$ cat config.mk
export PLATFORM = sky130hd
export DESIGN_NAME = revolution_period_tachometer_unit_flat
export DESIGN_NICKNAME = d
export VERILOG_FILES = /design/src/hdl/rpt_pkg.sv /design/src/hdl/rpt_if.sv /design/src/hdl/rpt_ram.sv /design/src/hdl/revolution_period_tachometer_unit.sv /design/src/flat_wrapper.sv
export SDC_FILE = /design/constraint.sdc
export NUM_CORES = 2
export LEC_CHECK = 0
export BUFFER_PORTS_ARGS = -buffer_cell sky130_fd_sc_hd__clkbuf_2
export CORE_UTILIZATION = 29
export CTS_BUF_LIST = sky130_fd_sc_hd__clkbuf_4 sky130_fd_sc_hd__clkbuf_8
export DETAILED_ROUTE_END_ITERATION = 7
export GPL_TIMING_DRIVEN = 0
export SLEW_MARGIN = 5
export SYNTH_ARGS = -nofsm -noshare
export SYNTH_HDL_FRONTEND = slang
export SYNTH_SLANG_ARGS = --single-unit
$ cat constraint.sdc
create_clock -name clk -period 17.75 [get_ports clk]
set_clock_uncertainty 0.05 [all_clocks]
set_input_delay 0.8875 -clock clk [delete_from_list [all_inputs] [get_ports clk]]
set_output_delay 0.8875 -clock clk [all_outputs]
set_load 0.02 [all_outputs]
$ cat src/hdl/rpt_pkg.sv
package rpt_pkg;

  localparam int TIME_W     = 32;
  localparam int RPM_W      = 24;
  localparam int CFG_W      = 24;
  localparam int PPR_W      = 8;
  localparam int CFG_IDX_W  = 2;
  localparam int DEN_W      = TIME_W + PPR_W;
  localparam int HISTORY_DEPTH_DEF = 8;

  localparam longint unsigned RPM_SCALE = 64'd960000000;
  localparam logic [RPM_W-1:0] RPM_MAX  = {RPM_W{1'b1}};

  localparam logic [CFG_W-1:0] WINDOW_RST = CFG_W'(100000);
  localparam logic [CFG_W-1:0] STALL_RST  = CFG_W'(400000);
  localparam logic [PPR_W-1:0] PPR_RST    = PPR_W'(1);

  typedef enum logic [CFG_IDX_W-1:0] {
    CFG_WINDOW = 2'd0,
    CFG_STALL  = 2'd1,
    CFG_PPR    = 2'd2
  } cfg_idx_t;

  typedef enum logic [2:0] {
    S_IDLE,
    S_NEWEST,
    S_FIRST,
    S_CMP,
    S_CHECK,
    S_SETUP,
    S_DIV,
    S_DONE
  } state_t;

endpackage

$ cat src/hdl/rpt_if.sv
interface rpt_event_if;
  import rpt_pkg::*;

  logic              valid;
  logic              ready;
  logic              kind;
  logic [TIME_W-1:0] event_time;

  modport source (output valid, output kind, output event_time, input ready);
  modport sink   (input valid, input kind, input event_time, output ready);
endinterface

interface rpt_estimate_if;
  import rpt_pkg::*;

  logic             valid;
  logic             ready;
  logic [RPM_W-1:0] rpm_q4;
  logic             too_few_passes;

  modport source (output valid, output rpm_q4, output too_few_passes, input ready);
  modport sink   (input valid, input rpm_q4, input too_few_passes, output ready);
endinterface

$ cat src/hdl/rpt_ram.sv
module rpt_ram #(
  parameter int WIDTH = 32,
  parameter int DEPTH = 8
) (
  input  logic                     clk,
  input  logic                     we,
  input  logic [$clog2(DEPTH)-1:0] waddr,
  input  logic [WIDTH-1:0]         wdata,
  input  logic [$clog2(DEPTH)-1:0] raddr,
  output logic [WIDTH-1:0]         rdata
);

  logic [WIDTH-1:0] mem [DEPTH];

  always_ff @(posedge clk) begin
    if (we) begin
      mem[waddr] <= wdata;
    end
    rdata <= mem[raddr];
  end

endmodule

$ cat src/hdl/revolution_period_tachometer_unit.sv
// pass word: written into the ring when accepted; the unit stays ready for the next word
// tick word: the estimate follows a window walk with one ring read per averaged
//   period and the bit-serial divider, both cut short when it is forced to zero;
//   no new word is taken until the estimate is registered
// reset (synchronous): history empty, config back to 100000 / 400000 / 1,
//   ring contents left as they are
module revolution_period_tachometer_unit #(
  parameter int HISTORY_DEPTH = rpt_pkg::HISTORY_DEPTH_DEF
) (
  input  logic                          clk,
  input  logic                          rst,
  rpt_event_if.sink                     events,
  rpt_estimate_if.source                estimates,
  input  logic                          wr_en,
  input  logic [rpt_pkg::CFG_IDX_W-1:0] wr_index,
  input  logic [rpt_pkg::CFG_W-1:0]     wr_data
);
  import rpt_pkg::*;

  localparam int SW     = $clog2(HISTORY_DEPTH);
  localparam int CW     = $clog2(HISTORY_DEPTH + 1);
  localparam int NUM_W  = $clog2(RPM_SCALE * longint'(HISTORY_DEPTH - 1) + 1);
  localparam int CNT_W  = $clog2(NUM_W + 1);
  localparam logic [CW-1:0]    DEPTH_C = CW'(HISTORY_DEPTH);
  localparam logic [NUM_W-1:0] SCALE_C = NUM_W'(RPM_SCALE);

  function automatic logic [SW-1:0] slot_back(input logic [SW-1:0] s, input logic [CW-1:0] k);
    logic [CW-1:0] wrapped;
    wrapped = CW'(s) + (DEPTH_C - k);
    if (CW'(s) >= k) begin
      slot_back = SW'(CW'(s) - k);
    end else begin
      slot_back = wrapped[SW-1:0];
    end
  endfunction

  // configuration
  logic [CFG_W-1:0] window_us;
  logic [CFG_W-1:0] stall_timeout_us;
  logic [PPR_W-1:0] magnets_per_rev;
  logic [PPR_W-1:0] ppr_eff;

  // history
  logic [CW-1:0]     held;
  logic [SW-1:0]     newest_slot;
  logic [SW-1:0]     slot_inc;
  logic              ram_we;
  logic [SW-1:0]     rd_addr;
  logic [TIME_W-1:0] rd_data;

  // estimate datapath
  state_t               state;
  state_t               state_next;
  logic [TIME_W-1:0]    now;
  logic [TIME_W-1:0]    newest_time;
  logic [TIME_W-1:0]    since;
  logic [TIME_W-1:0]    since_c;
  logic [TIME_W-1:0]    span;
  logic [TIME_W-1:0]    back_diff;
  logic [CW-1:0]        periods;
  logic [CW:0]          p2;
  logic [CW-1:0]        held_eff;
  logic [TIME_W+CW-1:0] over_prod;
  logic [NUM_W-1:0]     num;
  logic [NUM_W-1:0]     num_init;
  logic [DEN_W-1:0]     den;
  logic [DEN_W-1:0]     den_init;
  logic [DEN_W-1:0]     rem;
  logic [DEN_W:0]       rem_sh;
  logic [DEN_W:0]       rem_sub;
  logic                 qbit;
  logic [RPM_W-1:0]     quo;
  logic                 ovf;
  logic [CNT_W-1:0]     count;
  logic [RPM_W-1:0]     res_rpm;
  logic                 res_few;

  // output register
  logic             out_valid;
  logic [RPM_W-1:0] out_rpm;
  logic             out_few;
  logic             out_free;

  assign events.ready             = (state == S_IDLE);
  assign estimates.valid          = out_valid;
  assign estimates.rpm_q4         = out_rpm;
  assign estimates.too_few_passes = out_few;
  assign out_free                 = !out_valid || estimates.ready;

  assign ppr_eff   = (magnets_per_rev == '0) ? PPR_W'(1) : magnets_per_rev;
  assign slot_inc  = (newest_slot == SW'(HISTORY_DEPTH - 1)) ? '0 : newest_slot + SW'(1);
  assign ram_we    = events.valid && events.ready && !events.kind;
  assign since_c   = now - rd_data;
  assign held_eff  = (held != '0 && since_c >= TIME_W'(stall_timeout_us)) ? '0 : held;
  assign back_diff = newest_time - rd_data;
  assign p2        = (CW+1)'(periods) + (CW+1)'(2);
  assign over_prod = (TIME_W+CW)'(since) * (TIME_W+CW)'(periods);
  assign num_init  = SCALE_C * NUM_W'(periods);
  assign den_init  = DEN_W'(span) * DEN_W'(ppr_eff);
  assign rem_sh    = {rem, num[NUM_W-1]};
  assign rem_sub   = rem_sh - {1'b0, den};
  assign qbit      = (rem_sh >= {1'b0, den});

  rpt_ram #(
    .WIDTH (TIME_W),
    .DEPTH (HISTORY_DEPTH)
  ) u_ring (
    .clk   (clk),
    .we    (ram_we),
    .waddr (slot_inc),
    .wdata (events.event_time),
    .raddr (rd_addr),
    .rdata (rd_data)
  );

  always_ff @(posedge clk) begin
    if (rst) begin
      window_us        <= WINDOW_RST;
      stall_timeout_us <= STALL_RST;
      magnets_per_rev  <= PPR_RST;
    end else if (wr_en) begin
      case (wr_index)
        CFG_WINDOW: window_us        <= wr_data;
        CFG_STALL:  stall_timeout_us <= wr_data;
        CFG_PPR:    magnets_per_rev  <= wr_data[PPR_W-1:0];
        default: ;
      endcase
    end
  end

  always_ff @(posedge clk) begin
    if (rst) begin
      state <= S_IDLE;
    end else begin
      state <= state_next;
    end
  end

  always_comb begin
    state_next = state;
    rd_addr    = newest_slot;
    case (state)
      S_IDLE: begin
        if (events.valid && events.kind) begin
          state_next = S_NEWEST;
        end
      end
      S_NEWEST: begin
        rd_addr = slot_back(newest_slot, CW'(1));
        if (held_eff < CW'(2)) begin
          state_next = S_DONE;
        end else begin
          state_next = S_FIRST;
        end
      end
      S_FIRST: begin
        rd_addr = slot_back(newest_slot, CW'(2));
        if (CW'(2) < held) begin
          state_next = S_CMP;
        end else begin
          state_next = S_CHECK;
        end
      end
      S_CMP: begin
        rd_addr = slot_back(newest_slot, p2[CW-1:0]);
        if (back_diff > TIME_W'(window_us) || p2 >= {1'b0, held}) begin
          state_next = S_CHECK;
        end
      end
      S_CHECK: begin
        if (span == '0) begin
          state_next = S_DONE;
        end else begin
          state_next = S_SETUP;
        end
      end
      S_SETUP: state_next = S_DIV;
      S_DIV: begin
        if (count == CNT_W'(1)) begin
          state_next = S_DONE;
        end
      end
      S_DONE: begin
        if (out_free) begin
          state_next = S_IDLE;
        end
      end
      default: state_next = S_IDLE;
    endcase
  end

  // history bookkeeping
  always_ff @(posedge clk) begin
    if (rst) begin
      held        <= '0;
      newest_slot <= '0;
    end else if (ram_we) begin
      newest_slot <= slot_inc;
      if (held != DEPTH_C) begin
        held <= held + CW'(1);
      end
    end else if (state == S_NEWEST) begin
      held <= held_eff;
    end
  end

  // estimate datapath, one digit of the divider per cycle
  always_ff @(posedge clk) begin
    case (state)
      S_IDLE: now <= events.event_time;
      S_NEWEST: begin
        newest_time <= rd_data;
        since       <= since_c;
        periods     <= CW'(1);
        res_rpm     <= '0;
        res_few     <= 1'b1;
      end
      S_FIRST: begin
        span    <= back_diff;
        res_few <= 1'b0;
      end
      S_CMP: begin
        if (back_diff <= TIME_W'(window_us)) begin
          span    <= back_diff;
          periods <= periods + CW'(1);
        end
      end
      S_CHECK: begin
        if (over_prod > (TIME_W+CW)'(span)) begin
          span    <= since;
          periods <= CW'(1);
        end
      end
      S_SETUP: begin
        num   <= num_init;
        den   <= den_init;
        rem   <= '0;
        quo   <= '0;
        ovf   <= 1'b0;
        count <= CNT_W'(NUM_W);
      end
      S_DIV: begin
        rem   <= qbit ? rem_sub[DEN_W-1:0] : rem_sh[DEN_W-1:0];
        quo   <= {quo[RPM_W-2:0], qbit};
        ovf   <= ovf | quo[RPM_W-1];
        num   <= {num[NUM_W-2:0], 1'b0};
        count <= count - CNT_W'(1);
        if (count == CNT_W'(1)) begin
          res_rpm <= (ovf || quo[RPM_W-1]) ? RPM_MAX : {quo[RPM_W-2:0], qbit};
        end
      end
      default: ;
    endcase
  end

  always_ff @(posedge clk) begin
    if (rst) begin
      out_valid <= 1'b0;
    end else if (state == S_DONE && out_free) begin
      out_valid <= 1'b1;
    end else if (estimates.ready) begin
      out_valid <= 1'b0;
    end
  end

  always_ff @(posedge clk) begin
    if (state == S_DONE && out_free) begin
      out_rpm <= res_rpm;
      out_few <= res_few;
    end
  end

  a_held_bound: assert property (@(posedge clk) disable iff (rst)
    held <= DEPTH_C)
    else $error("held count beyond ring depth");

  a_walk_in_history: assert property (@(posedge clk) disable iff (rst)
    state == S_CMP |-> ((CW+1)'(periods) + (CW+1)'(1)) < {1'b0, held})
    else $error("window walk reads past held passes");

  a_few_is_zero: assert property (@(posedge clk) disable iff (rst)
    out_valid && out_few |-> out_rpm == '0)
    else $error("estimate nonzero with too few passes");

  a_div_count: assert property (@(posedge clk) disable iff (rst)
    state == S_DIV |-> count != '0)
    else $error("divider ran past its last digit");

  a_word_after_done: assert property (@(posedge clk) disable iff (rst)
    state == S_DONE && out_free |=> out_valid && state == S_IDLE)
    else $error("finished estimate not registered");

endmodule

$ cat src/flat_wrapper.sv
// flat-port wrapper written by rule: the top's interface ports become plain ports
module revolution_period_tachometer_unit_flat import rpt_pkg::*;
#(
  parameter int HISTORY_DEPTH = rpt_pkg::HISTORY_DEPTH_DEF
)
  (clk, rst, wr_en, wr_index, wr_data, events_valid, events_kind, events_event_time, events_ready, estimates_valid, estimates_rpm_q4, estimates_too_few_passes, estimates_ready);
  rpt_event_if events_i ();
  rpt_estimate_if estimates_i ();
  input  logic clk;
  input  logic rst;
  input  logic wr_en;
  input  logic [rpt_pkg::CFG_IDX_W-1:0] wr_index;
  input  logic [rpt_pkg::CFG_W-1:0] wr_data;
  input wire logic [$bits(events_i.valid)-1:0] events_valid;
  input wire logic [$bits(events_i.kind)-1:0] events_kind;
  input wire logic [$bits(events_i.event_time)-1:0] events_event_time;
  output wire logic [$bits(events_i.ready)-1:0] events_ready;
  output wire logic [$bits(estimates_i.valid)-1:0] estimates_valid;
  output wire logic [$bits(estimates_i.rpm_q4)-1:0] estimates_rpm_q4;
  output wire logic [$bits(estimates_i.too_few_passes)-1:0] estimates_too_few_passes;
  input wire logic [$bits(estimates_i.ready)-1:0] estimates_ready;
  assign events_i.valid = events_valid;
  assign events_i.kind = events_kind;
  assign events_i.event_time = events_event_time;
  assign events_ready = events_i.ready;
  assign estimates_valid = estimates_i.valid;
  assign estimates_rpm_q4 = estimates_i.rpm_q4;
  assign estimates_too_few_passes = estimates_i.too_few_passes;
  assign estimates_i.ready = estimates_ready;
  revolution_period_tachometer_unit #(.HISTORY_DEPTH(HISTORY_DEPTH)) u_core (.clk(clk), .rst(rst), .events(events_i), .estimates(estimates_i), .wr_en(wr_en), .wr_index(wr_index), .wr_data(wr_data));
endmodule
==> reports/results.txt <==
The flow ran to the end, and the final reports show no timing, DRC or antenna violations. Max-cap violations in this run came to 0. The die is 395 um wide. The critical-path maximum fanout is 11.

The sequential area share after synthesis was 42.6%. Summed over all instances, the cell type with the most area after synthesis is edfxtp_1. Global routing used 14.7% of the available tracks across all layers. In this run the number of H-tree levels came out at 3.

met2 is the most crowded layer. STA classifies the critical path endpoint as a flip-flop. Clock-pin slew was measured on the worst setup and hold paths at 60 ps. Number of hold violations in the final report: 0. Setup repair after global routing left no endpoint under its margin. The mean instance size in the synthesized netlist was 9.89 um2; the pin count of the biggest net entering global routing was 55.

The number of enable-type register cells in the synthesized netlist came out at 570. Global routing used 2.55% of the available met3 tracks. The number of antenna violations at the first check in global routing was 6.

The total count of max-transition violations in the final report came out at 0. The tools report the maximum count of clock buffers along a single path as 3. The tools report the core area as 0.153 mm2.

The die covers 0.156 mm2. The floorplan row count was 143; the top achievable clock speed was 110 MHz. The detailed placement HPWL is 90,700 um. The detailed-route DRC error count was 0; the number of ports placed on the die boundary was 91. After routing, the total negative slack on setup checks comes to 0 ps.

The number of clock buffers added by TritonCTS is 112. Counting distinct cell types in the post-synthesis netlist gives 83. The slew at the pin closest to its max-slew limit is 1230 ps, and the number of gates resized after CTS is 0. The synthesized instance count came out at 4,527. For the worst setup path, the data required time is 18,220 ps.

DRC violation total after the first TritonRoute iteration: 1,830. In this run the clock root is driven by a clkbuf_8. The number of vias per cell was 4.70; the number of vias in the routed layout was 32,400. After synthesis the cells add up to 0.0448 mm2.

The met1 routing resource usage after global routing is 18.5%, and the global-route wire length before repair is 181,000 um. For the data arrival at the endpoint of the critical path, the log shows 9560 ps. The die is 395 um tall. At the later pin of the worst-skew pair, clock insertion delay measures 870 ps. The run gives 15,500 as the number of inserted filler cells in the final layout. The share of flip-flops with an asynchronous set or reset after synthesis is 0%. The net count of the finished layout is 5,374. The number of port buffers came out at 89. In the final routed layout, each cell accounts on average for 16.9 um. Routability-driven placement finished with a final weighted congestion of 0.920. The share of the synthesized area in the top cell type is 38.2%, and the flop and latch count out of synthesis is 669. Setup violations remaining at the end of the flow were counted as 0. For the normalized max-slew margin, the log shows 17.0%. The initial utilization of the core area, before any placement, comes to 29.3%. The run gives 32,600 as the via count of the first global-routing pass.

Dividing the final minimum period by the clock period gives 51.2%. The worst setup path is of the reg2reg kind. The number of clock sinks was 669; the global routing met2 resource utilization was 25.2%. After layout, the minimum clock period comes to 9080 ps.

Relative to the synthesized area, the layout overhead comes to 13.1%. Among all flip-flop cells after synthesis, the most frequent one is edfxtp_1. In the layout the commonest cells are 791 x nand2_1, 570 x edfxtp_1, 508 x inv_1.

Most frequent standard cell in the layout excluding fill and tap cells: nand2_1. The path type of the worst min-delay path is in2reg. For this design, the CTS-stage hold fixing added 0 buffers. In the post-synthesis netlist, the biggest area contributors are edfxtp_1 38%, fa_1 11%, ha_1 8.7%. The net count after synthesis is 5,150. The worst setup path is launched from a flip-flop. TritonCTS built the clock tree. The Yosys step of the flow raised 0 warnings.

The first detailed-routing pass ran for 6 iterations. The total overflow left after global routing is 0. Post-CTS timing repair inserted 0 buffers for setup.

The number of nets with antenna violations after detailed routing was 0; the routed wire length was 116,000 um. The post-route netlist has 7.70% of its cells at a drive strength greater than 1.
## synthesized netlist by cell type (all sizes together) (6+ instances only)
master	count
a31o	6
xnor2	117
o31a	8
fa	247
a21boi	11
o21a	19
o31ai	13
and3	15
a21oi	258
nor4	18
and2	223
nand3b	6
clkbuf	168
a311oi	6
dfxtp	99
nand2b	33
o22ai	7
or3	12
nand3	204
edfxtp	570
inv	510
mux2i	40
nand2	791
buf	15
or2	29
a31oi	23
xor2	57
nor3	36
o21ai	158
nand4	31
ha	312
a211oi	18
nor2b	22
o21bai	34
nor2	198
o211ai	29
a21o	105
## routing by layer
layer,share of wire [%],vias to the layer above
li1,-,15800
met1,44,15700
met2,48,714
met3,5.0,192
met4,3.3,4
met5,0.022,-
## sequential cells by signal, summed over array words and instances (netlist names), 6 cells and up
| register | count |
|---|---|
| u_core.den | 40 |
| u_core.num | 21 |
| u_core.u_ring.rdata | 32 |
| u_core.estimates.rpm_q4 | 24 |
| u_core.now | 32 |
| u_core.res_rpm | 24 |
| u_core.count | 6 |
| u_core.u_ring.mem | 256 |
| u_core.magnets_per_rev | 8 |
| u_core.span | 32 |
| u_core.window_us | 24 |
| u_core.quo | 24 |
| u_core.stall_timeout_us | 24 |
| u_core.newest_time | 32 |
| u_core.since | 32 |
| u_core.rem | 40 |
## critical path: stages, from the launching register on
cell and delay (ps):
edfxtp_1 510, clkbuf_1 550, clkbuf_1 570, nand2_1 150, fa_1 510, fa_1 600, inv_1 60, ha_1 280
a21oi_1 200, o21ai_0 200, o31a_1 390, nand2_1 150, o31ai_1 90, and2_1 180, o21ai_0 150, nand2b_1 100
a21o_1 190, a21oi_1 170, xnor2_1 90, ha_1 300, nand4_1 200, nor4_1 860, nand3_1 270, o211ai_1 270
nand4_1 110, o31ai_1 1030, o31ai_4 350, buf_8 270
## per-stage QoR
| step | worst slack [ps] | hold slack [ps] | utilization (%) | cell area [um2] | instances |
|---|---|---|---|---|---|
| 3_5_place_dp | 8530 | 355 | 31.6 | 48200 | 6667 |
| 5_1_grt | 8170 | 209 | 33.2 | 50600 | 6880 |
| 4_1_cts | 8550 | 167 | 33.2 | 50600 | 6877 |
| 2_1_floorplan | 9480 | 350 | - | 44800 | 4527 |
| 3_3_place_gp | 5740 | 352 | 31.3 | 47800 | 6646 |
| 6_report | 8670 | 235 | 33.2 | 50700 | 6885 |
## final cells by class
class	instances	area, um2	area share [%]
well taps	2030	2540	5.01
plain buffers	183	692	1.37
diodes	8	20.0	0.0395
clock buffers	156	1920	3.78
clock inverters	54	518	1.02
inverters	511	1920	3.79
flip-flops and latches	669	19100	37.7
multi-input cells	3164	23200	45.7
repair buffers	110	778	1.54
## logic make-up (layout without fill, tap and decap cells)
kind of cell               count (synthesis)  after routing  share of synthesized area (%)
AOI/OAI and AO/OA                        749            749                           10.5
adders and majority gates                559            559                           19.8
xor gates and xnor gates                 174            174                           3.40
muxes                                     45             45                           1.02
DFF                                      669            669                           42.6
and+or+nand+nor                         1637           1637                           16.8
buffers and inverters                    694           1014                           5.83
other                                      0              8                              0
## path summary, 6_finish.rpt
| path | end | slack, ps | startpoint | depth (start not counted) |
|---|---|---|---|---|
| hold / removal | u_core.window_us[12] | 240 | wr_data[12] | 3 |
| hold reg to reg | u_core.estimates.rpm_q4[0] | 340 | u_core.res_rpm[0] | 0 |
| setup / recovery | u_core.span[4] | 8670 | u_core.periods[2] | 27 |
| setup reg to reg | u_core.span[4] | 8670 | u_core.periods[2] | 27 |
Power is not shown: default switching activity piles up to over one toggle a cycle in this logic, so the estimate is an artifact.
